==> src/sv/ftsm_pkg.sv <==
// ----------------------------------------------------------------------------
// ftsm_pkg
// Types and constants of the fan tachometer speed monitor.
// ----------------------------------------------------------------------------
package ftsm_pkg;

  localparam int unsigned CAP_W   = 32;
  localparam int unsigned SPEED_W = 32;
  localparam int unsigned CNT_W   = 8;
  localparam int unsigned MIN_W   = 28;
  localparam int unsigned CFG_W   = 32;
  localparam int unsigned CFG_IDX_W = 1;
  localparam int unsigned STEP_W  = $clog2(SPEED_W);

  localparam logic [MIN_W-1:0]   MIN_START   = 28'hFFFFFFF;
  localparam logic [CFG_W-1:0]   NUM_RESET   = 32'd22500000;
  localparam logic [CNT_W-1:0]   THR_RESET   = 8'd10;
  localparam logic [CNT_W-1:0]   CNT_MAX     = 8'd255;
  localparam logic [STEP_W-1:0]  STEP_LAST   = STEP_W'(SPEED_W - 1);

  localparam logic [CFG_IDX_W-1:0] REG_SPEED_NUM = 1'b0;
  localparam logic [CFG_IDX_W-1:0] REG_STOP_THR  = 1'b1;

  typedef struct packed {
    logic update_min;
    logic load_empty;
    logic start_div;
    logic div_step;
    logic load_speed;
  } cmd_t;

  typedef struct packed {
    logic step_last;
  } sts_t;

endpackage

==> src/sv/ftsm_ctrl.sv <==
// ----------------------------------------------------------------------------
// ftsm_ctrl
// Controller: input handshake, divide sequencing and output valid.
// ----------------------------------------------------------------------------
module ftsm_ctrl (
  input  logic           clk,
  input  logic           rst_n,
  input  logic           in_valid,
  output logic           in_stall,
  input  logic           in_operation,
  input  logic           in_last_pair,
  output logic           out_valid,
  input  logic           out_stall,
  output ftsm_pkg::cmd_t cmd,
  input  ftsm_pkg::sts_t sts
);

  typedef enum logic [1:0] {S_IDLE, S_DIV, S_FIN} state_t;

  state_t state_r, state_nxt;
  logic   out_valid_r, out_valid_nxt;
  logic   in_take;

  assign in_stall = (state_r != S_IDLE) | (out_valid_r & out_stall);
  assign in_take  = in_valid & ~in_stall;

  always_comb begin
    cmd            = '0;
    cmd.update_min = in_take & ~in_operation & ~in_last_pair;
    cmd.load_empty = in_take & in_operation;
    cmd.start_div  = in_take & ~in_operation & in_last_pair;
    cmd.div_step   = (state_r == S_DIV);
    cmd.load_speed = (state_r == S_FIN);
  end

  always_comb begin
    state_nxt = state_r;
    case (state_r)
      S_IDLE: begin
        if (cmd.start_div) state_nxt = S_DIV;
      end
      S_DIV: begin
        if (sts.step_last) state_nxt = S_FIN;
      end
      S_FIN: begin
        state_nxt = S_IDLE;
      end
      default: begin
        state_nxt = S_IDLE;
      end
    endcase
    out_valid_nxt = cmd.load_empty | cmd.load_speed | (out_valid_r & out_stall);
  end

  always_ff @(posedge clk) begin
    if (!rst_n) begin
      state_r     <= S_IDLE;
      out_valid_r <= 1'b0;
    end else begin
      state_r     <= state_nxt;
      out_valid_r <= out_valid_nxt;
    end
  end

  assign out_valid = out_valid_r;

endmodule

==> src/sv/ftsm_datapath.sv <==
// ----------------------------------------------------------------------------
// ftsm_datapath
// Configuration, running minimum, error count, radix-2 divider and output
// register.
// ----------------------------------------------------------------------------
module ftsm_datapath (
  input  logic                                clk,
  input  logic                                rst_n,
  input  logic                                cfg_we,
  input  logic [ftsm_pkg::CFG_IDX_W-1:0]      cfg_index,
  input  logic [ftsm_pkg::CFG_W-1:0]          cfg_wdata,
  input  logic [ftsm_pkg::CAP_W-1:0]          in_first_capture,
  input  logic [ftsm_pkg::CAP_W-1:0]          in_second_capture,
  output logic [ftsm_pkg::SPEED_W-1:0]        out_fan_speed,
  output logic [ftsm_pkg::CNT_W-1:0]          out_error_count,
  output logic                                out_fan_stopped,
  input  ftsm_pkg::cmd_t                      cmd,
  output ftsm_pkg::sts_t                      sts
);

  logic [ftsm_pkg::CFG_W-1:0]   num_r, num_nxt;
  logic [ftsm_pkg::CNT_W-1:0]   thr_r, thr_nxt;
  logic [ftsm_pkg::MIN_W-1:0]   min_r, min_nxt;
  logic [ftsm_pkg::CNT_W-1:0]   err_r, err_nxt;
  logic [ftsm_pkg::STEP_W-1:0]  cnt_r, cnt_nxt;
  logic [ftsm_pkg::MIN_W-1:0]   rem_r, rem_nxt;
  logic [ftsm_pkg::SPEED_W-1:0] quo_r, quo_nxt;
  logic [ftsm_pkg::MIN_W-1:0]   dvs_r, dvs_nxt;
  logic [ftsm_pkg::SPEED_W-1:0] speed_r, speed_nxt;
  logic [ftsm_pkg::CNT_W-1:0]   oerr_r, oerr_nxt;
  logic                         ostop_r, ostop_nxt;

  logic [ftsm_pkg::CAP_W-1:0]   period;
  logic [ftsm_pkg::MIN_W-1:0]   pair_min;
  logic [ftsm_pkg::CNT_W-1:0]   err_inc;
  logic [ftsm_pkg::MIN_W:0]     shifted;
  logic [ftsm_pkg::MIN_W:0]     diff;
  logic                         ge;

  always_comb begin
    period   = in_second_capture - in_first_capture;
    pair_min = min_r;
    if ((period != '0) && (period < {{(ftsm_pkg::CAP_W - ftsm_pkg::MIN_W){1'b0}}, min_r}))
      pair_min = period[ftsm_pkg::MIN_W-1:0];

    err_inc = (err_r == ftsm_pkg::CNT_MAX) ? err_r : err_r + 1'b1;

    shifted = {rem_r, quo_r[ftsm_pkg::SPEED_W-1]};
    diff    = shifted - {1'b0, dvs_r};
    ge      = (shifted >= {1'b0, dvs_r});

    num_nxt = num_r;
    thr_nxt = thr_r;
    if (cfg_we) begin
      case (cfg_index)
        ftsm_pkg::REG_SPEED_NUM: num_nxt = cfg_wdata;
        ftsm_pkg::REG_STOP_THR:  thr_nxt = cfg_wdata[ftsm_pkg::CNT_W-1:0];
        default: begin
          num_nxt = num_r;
        end
      endcase
    end

    min_nxt   = min_r;
    err_nxt   = err_r;
    cnt_nxt   = cnt_r;
    rem_nxt   = rem_r;
    quo_nxt   = quo_r;
    dvs_nxt   = dvs_r;
    speed_nxt = speed_r;
    oerr_nxt  = oerr_r;
    ostop_nxt = ostop_r;

    if (cmd.update_min) min_nxt = pair_min;

    if (cmd.load_empty) begin
      min_nxt   = ftsm_pkg::MIN_START;
      err_nxt   = err_inc;
      speed_nxt = '0;
      oerr_nxt  = err_inc;
      ostop_nxt = (err_inc > thr_r);
    end

    if (cmd.start_div) begin
      min_nxt = ftsm_pkg::MIN_START;
      err_nxt = '0;
      cnt_nxt = '0;
      rem_nxt = '0;
      quo_nxt = num_r;
      dvs_nxt = pair_min;
    end

    if (cmd.div_step) begin
      cnt_nxt = cnt_r + 1'b1;
      rem_nxt = ge ? diff[ftsm_pkg::MIN_W-1:0] : shifted[ftsm_pkg::MIN_W-1:0];
      quo_nxt = {quo_r[ftsm_pkg::SPEED_W-2:0], ge};
    end

    if (cmd.load_speed) begin
      speed_nxt = quo_r;
      oerr_nxt  = err_r;
      ostop_nxt = (err_r > thr_r);
    end
  end

  always_ff @(posedge clk) begin
    if (!rst_n) begin
      num_r <= ftsm_pkg::NUM_RESET;
      thr_r <= ftsm_pkg::THR_RESET;
      min_r <= ftsm_pkg::MIN_START;
      err_r <= '0;
      cnt_r <= '0;
    end else begin
      num_r <= num_nxt;
      thr_r <= thr_nxt;
      min_r <= min_nxt;
      err_r <= err_nxt;
      cnt_r <= cnt_nxt;
    end
  end

  always_ff @(posedge clk) begin
    rem_r   <= rem_nxt;
    quo_r   <= quo_nxt;
    dvs_r   <= dvs_nxt;
    speed_r <= speed_nxt;
    oerr_r  <= oerr_nxt;
    ostop_r <= ostop_nxt;
  end

  assign sts.step_last   = (cnt_r == ftsm_pkg::STEP_LAST);
  assign out_fan_speed   = speed_r;
  assign out_error_count = oerr_r;
  assign out_fan_stopped = ostop_r;

endmodule

==> src/sv/fan_tach_speed_monitor.sv <==
// ----------------------------------------------------------------------------
// fan_tach_speed_monitor
// Keeps the smallest nonzero capture period of a burst and divides the speed
// numerator by it on the last pair; counts empty reads and flags a stop.
//
//   channel  handshake            payload
//   in       in_valid / in_stall  operation, first/second capture, last_pair
//   out      out_valid / out_stall fan_speed, error_count, fan_stopped
//   cfg      cfg_we               cfg_index, cfg_wdata
//
// A non-final pair or an empty read needs no divide.
// A final pair is accepted, runs 32 steps of the radix-2 divider, then loads the result.
// Reset is synchronous; it restores register defaults, sets the minimum to its
// start value and clears the error count.
// Input is stalled while dividing and loading, and while a result waits under out_stall.
// ----------------------------------------------------------------------------
module fan_tach_speed_monitor (
  input  logic                            clk,
  input  logic                            rst_n,
  input  logic                            cfg_we,
  input  logic [ftsm_pkg::CFG_IDX_W-1:0]  cfg_index,
  input  logic [ftsm_pkg::CFG_W-1:0]      cfg_wdata,
  input  logic                            in_valid,
  output logic                            in_stall,
  input  logic                            in_operation,
  input  logic [ftsm_pkg::CAP_W-1:0]      in_first_capture,
  input  logic [ftsm_pkg::CAP_W-1:0]      in_second_capture,
  input  logic                            in_last_pair,
  output logic                            out_valid,
  input  logic                            out_stall,
  output logic [ftsm_pkg::SPEED_W-1:0]    out_fan_speed,
  output logic [ftsm_pkg::CNT_W-1:0]      out_error_count,
  output logic                            out_fan_stopped
);

  ftsm_pkg::cmd_t cmd;
  ftsm_pkg::sts_t sts;

  ftsm_ctrl u_ctrl (
    .clk          (clk),
    .rst_n        (rst_n),
    .in_valid     (in_valid),
    .in_stall     (in_stall),
    .in_operation (in_operation),
    .in_last_pair (in_last_pair),
    .out_valid    (out_valid),
    .out_stall    (out_stall),
    .cmd          (cmd),
    .sts          (sts)
  );

  ftsm_datapath u_dp (
    .clk               (clk),
    .rst_n             (rst_n),
    .cfg_we            (cfg_we),
    .cfg_index         (cfg_index),
    .cfg_wdata         (cfg_wdata),
    .in_first_capture  (in_first_capture),
    .in_second_capture (in_second_capture),
    .out_fan_speed     (out_fan_speed),
    .out_error_count   (out_error_count),
    .out_fan_stopped   (out_fan_stopped),
    .cmd               (cmd),
    .sts               (sts)
  );

endmodule

==> config.mk <==
export PLATFORM = sky130hd
export DESIGN_NAME = fan_tach_speed_monitor
export DESIGN_NICKNAME = d
export VERILOG_FILES = /design/src/sv/ftsm_pkg.sv /design/src/sv/ftsm_ctrl.sv /design/src/sv/ftsm_datapath.sv /design/src/sv/fan_tach_speed_monitor.sv
export SDC_FILE = /design/constraint.sdc
export NUM_CORES = 1
export LEC_CHECK = 0
export ABC_AREA = 1
export BUFFER_PORTS_ARGS = -buffer_cell sky130_fd_sc_hd__buf_2
export CAP_MARGIN = 30
export CORE_MARGIN = 3
export CORE_UTILIZATION = 39
export CTS_BUF_LIST = sky130_fd_sc_hd__clkbuf_4 sky130_fd_sc_hd__clkbuf_8 sky130_fd_sc_hd__clkbuf_16
export DETAILED_ROUTE_END_ITERATION = 7
export PLACE_DENSITY = 0.67
export SLEW_MARGIN = 15
export SYNTH_ARGS = -nofsm -noshare
export SYNTH_HDL_FRONTEND = slang
export SYNTH_SLANG_ARGS = --single-unit
==> constraint.sdc <==
create_clock -name clk -period 6.8 [get_ports clk]
set_clock_uncertainty 0.05 [all_clocks]
set_input_delay 1.7 -clock clk [delete_from_list [all_inputs] [get_ports clk]]
set_output_delay 1.7 -clock clk [all_outputs]
set_load 0.01 [all_outputs]
==> summary.md <==
The flow ran to the end, and the final reports show no timing, DRC or antenna violations. The post-synthesis simple-gate area fraction came out at 0.254. The via count of the first global-routing pass is 11847, and the number of DRC violations after detailed routing is 0. Wires add up to 32700 um.

The tools report the clock sink count as 213. For the maximum number of pins on one net before global-route repair, the log shows 67. For this design, the slowest cell found on the critical path is sky130_fd_sc_hd__nor2_2.

The biggest fanout along the worst timing path was 28; the number of design-rule violations left by the first detailed-router iteration was 478. Among cell families on the critical path, the largest total delay comes from simple AND/OR/NAND/NOR gates. Traced cell by cell, the critical path runs through buf_2, ha_1, fa_1, inv_1, nand2_1, nand3_2, nand2_1, nand2_1, nand2_1, nand3_1, nand2_1, ha_1, nand2_1, inv_1, nand3_1, o211ai_1, a21oi_1, nand3_1, nor2_2, nand2_2, nand2_1, and2_1. Counting stages on the worst path, the most repeated cell is sky130_fd_sc_hd__nand2_1. Setup repair after global routing left no endpoint under its margin.

The depth of the worst register-to-register path is 13, and the routed wire length per instance is 13.0 um. The number of setup buffers added after CTS is 0. The multiplexer share of the synthesized area was 0; the detailed-routing iteration count for the pre-antenna-repair pass was 5.

The first global-routing pass estimated 54800 um of wire. The number of cells on the worst hold path was 2; the layout cell share with drive strength beyond 1 was 0.108. The leakage power is 8.01 nW. For this design, the CTS-stage hold fixing added 0 buffers.

The kind of launch point of the worst setup path is a primary input. The depth of the CTS H-tree was 1; the total design power was 0.00337 W. The share of the yosys chip area belonging to registers was 0.400; the count of cell types in the netlist was 42. The post-synthesis xor/xnor area fraction works out to 0.0239.

The worst hold slack after final layout is 0.410 ns. The worst register-to-register path begins at u_dp.rem_r[1]$_SDFFCE_PN0P_. The post-route fraction of the period consumed by the critical path is 0.748. The tools report the maximum buffer depth of the clock tree as 3. The tools report the root buffer cell as sky130_fd_sc_hd__clkbuf_16. The worst setup path is captured at a flop. The number of nets handed over by synthesis was 2115. The number of buffers inserted by port buffering came out at 146. The run gives 0 ns as the setup TNS. Across the VDD grid, the largest voltage drop is 0.193 mV.

The transition time of the tightest slew-check pin came out at 0.796 ns. The aggregate global-route resource usage is 0.168. The tools report the mapped cell area as 0.0139 mm2. The number of primary I/O pins was 147. The area growth from synthesis to final layout was 14.4%; the ratio of total power to cell area was 212 mW/mm2.

The clock-pin slew of the registers on the worst-case setup and hold paths works out to 0.06 ns. The total die area is 0.0379 mm2, and the total number of placement rows is 68. The slack of the worst reg-to-reg path is 3.55 ns.

The count of buffer and inverter cells on the critical path came out at 3. The number of hold-slack violations in the final timing report was 0. After synthesis, the mean cell area works out to 7.30 um2.

Startpoint of the tightest hold check path: u_dp.num_r[20]$_SDFFE_PN1P_. The core region is 0.0348 mm2. The initial antenna violation count was 1.

Share of the synthesized area in compound gates (AO/OA/AOI/OAI): 0.113. Capture point of the worst reg-to-reg path: u_dp.rem_r[18]$_SDFFCE_PN0P_. The category of the critical setup timing path is in2reg. The largest family of logic cells by synthesized area was simple AND/OR/NAND/NOR gates.

Setup violations remaining at the end of the flow were counted as 0. After synthesis, the cell types taking the most area are sky130_fd_sc_hd__edfxtp_1 28%, sky130_fd_sc_hd__nand2_1 13%, sky130_fd_sc_hd__dfxtp_1 12%. The leading area contributor after synthesis was sky130_fd_sc_hd__edfxtp_1. The maximum clock frequency was 0.197 GHz; the post-cts repair resize count was 0. The run gives 0.400 as the starting utilization of the core area.

The routability-driven placement congestion ratio came out at 0.916. The total via count in the routed design is 12165. The count of max-cap constraint violations is 0, and the adder-cell area share of the yosys netlist is 0.0974. In this run the worst hold path is classified as reg2reg.

The clock period could shrink to 5.09 ns. Synthesis handed over a netlist of 1904 instances. The largest single stage delay on the critical path is 0.51 ns. For the number of warnings printed during yosys synthesis, the log shows 0. The number of nets in the finished design is 2251, and the share of the core filled with cells in the final layout is 0.457.

TritonCTS built the clock tree. Measured along the x axis, the die boundary spans 195 um. The area share of the leading cell type in the synthesized netlist is 0.279.

For the tightest slew margin relative to the limit, the log shows 0.469. The number of pins with negative max-slew slack in the final report was 0. The tools report the worst hold path endpoint as u_dp.num_r[20]$_SDFFE_PN1P_.

The die outline height came out at 195 um. The worst endpoint required time was 7.13 ns; the HPWL after detailed placement was 24900 um. Dividing the detail-routed via count by the number of cells gives 4.84. Counting the buffers created by CTS gives 22.

Data arrives at the worst endpoint at 5.41 ns. For the overall overflow remaining after global route, the log shows 0. For the later-pin clock latency in the skew report, the log shows 0.51 ns.

The synthesis-stage register bit count was 213; the post-detailed-route count of antenna-violating nets was 0.
==> worst register-to-register path: stages, from the launching register on <==
cell and delay (ns):
sky130_fd_sc_hd__edfxtp_1 0.42, sky130_fd_sc_hd__ha_1 0.39, sky130_fd_sc_hd__nand2_1 0.07, sky130_fd_sc_hd__o21ai_1 0.25
sky130_fd_sc_hd__a21boi_1 0.15, sky130_fd_sc_hd__o21ai_1 0.24, sky130_fd_sc_hd__a21oi_1 0.21, sky130_fd_sc_hd__o21ai_2 0.28
sky130_fd_sc_hd__nand3_1 0.12, sky130_fd_sc_hd__nand3_2 0.21, sky130_fd_sc_hd__buf_12 0.24, sky130_fd_sc_hd__inv_1 0.13
sky130_fd_sc_hd__a21oi_1 0.17, sky130_fd_sc_hd__nor2_1 0.06
==> worst max path at each step <==
stage	startpoint	end	slack (ns)	cells after the start
5_1_grt	in_first_capture[9]	u_dp.dvs_r[9]$_DFFE_PP_	1.26	22
6_report	in_first_capture[0]	u_dp.dvs_r[26]$_DFFE_PP_	1.71	22
2_1_floorplan	out_stall	u_dp.quo_r[0]$_DFFE_PP_	1.37	7
3_5_place_dp	in_first_capture[0]	u_dp.dvs_r[7]$_DFFE_PP_	1.18	22
3_3_place_gp	in_first_capture[0]	u_dp.dvs_r[25]$_DFFE_PP_	1.21	20
4_1_cts	in_first_capture[0]	u_dp.dvs_r[26]$_DFFE_PP_	1.70	22
==> area by class of cell <==
type	count	area (um2)
fillers	3414	18900
repair buffers	159	893
multi-input cells	1292	6800
diodes	1	2.50
clock inverters	10	135
clock buffers	30	629
inverters	352	1320
well taps	455	569
flip-flops and latches	213	5560
==> metrics by stage <==
stage / std cells / area, um2 / setup WS, ns
floorplan: 1904 / 13900 / 1.37
global placement: 2466 / 15000 / 1.21
detailed placement: 2468 / 15100 / 1.18
CTS: 2508 / 15800 / 1.70
global route: 2512 / 15900 / 1.26
finish: 2512 / 15900 / 1.71
==> where the power goes <==
group,switching (W),internal [W]
logic,0.000418,0.000231
clock network,0.000515,0.000737
registers,0.0000245,0.00144
total,0.000958,0.00241
==> logic make-up (layout without fill, tap and decap cells) <==
kind of cell	after synthesis	count (layout)
buf+inv	399	551
compound gates	298	298
xor+xnor	37	37
simple gates	850	850
flops	213	213
fa+ha+maj	107	107
other cells	0	1
==> layout by cell type (no fill, tap or decap), types with 11 or more instances in the layout <==
cell type | Yosys | layout
sky130_fd_sc_hd__inv_1 | 350 | 348
sky130_fd_sc_hd__xor2_1 | 17 | 17
sky130_fd_sc_hd__and2_1 | 32 | 32
sky130_fd_sc_hd__ha_1 | 105 | 105
sky130_fd_sc_hd__buf_2 | 6 | 146
sky130_fd_sc_hd__nand2_1 | 488 | 487
sky130_fd_sc_hd__clkbuf_16 | 0 | 22
sky130_fd_sc_hd__xnor2_1 | 19 | 19
sky130_fd_sc_hd__dfxtp_1 | 84 | 84
sky130_fd_sc_hd__nor2_1 | 171 | 167
sky130_fd_sc_hd__edfxtp_1 | 129 | 129
sky130_fd_sc_hd__nand3_1 | 115 | 115
sky130_fd_sc_hd__o21ai_0 | 120 | 120
sky130_fd_sc_hd__a21oi_1 | 138 | 138
sky130_fd_sc_hd__nor3_1 | 11 | 11
==> cells in the mapped netlist (all sizes together) <==
master,n
a21boi,2
a21o,3
a21oi,138
a221oi,3
a31oi,4
and2,32
buf,15
clkbuf,32
dfxtp,84
edfxtp,129
fa,2
ha,105
inv,352
nand2,490
nand3,118
nand3b,3
nand4,9
nor2,176
nor3,13
nor3b,2
nor4,7
o211ai,5
o21a,3
o21ai,130
o21bai,5
o22ai,2
o31ai,2
o32ai,1
xnor2,19
xor2,18
==> state kept, by name, summed over array words and instances, names as in the netlist, 8 cells and up <==
signal	count
u_dp.num_r	32
u_dp.dvs_r	28
u_dp.rem_r	28
u_dp.quo_r	32
u_dp.err_r	8
u_dp.min_r	28
u_dp.out_fan_speed	32
u_dp.thr_r	8
u_dp.out_error_count	8
==> routing by layer <==
| metal | GRT usage | part of all wire | up-vias |
|---|---|---|---|
| li1 | - | - | 6391 |
| met1 | 0.218 | 0.46 | 5440 |
| met2 | 0.293 | 0.47 | 263 |
| met3 | 0.0151 | 0.040 | 71 |
| met4 | 0.0631 | 0.035 | 0 |
| met5 | 0 | 0 | - |
Note: power is estimated with default switching activity, not from simulation.
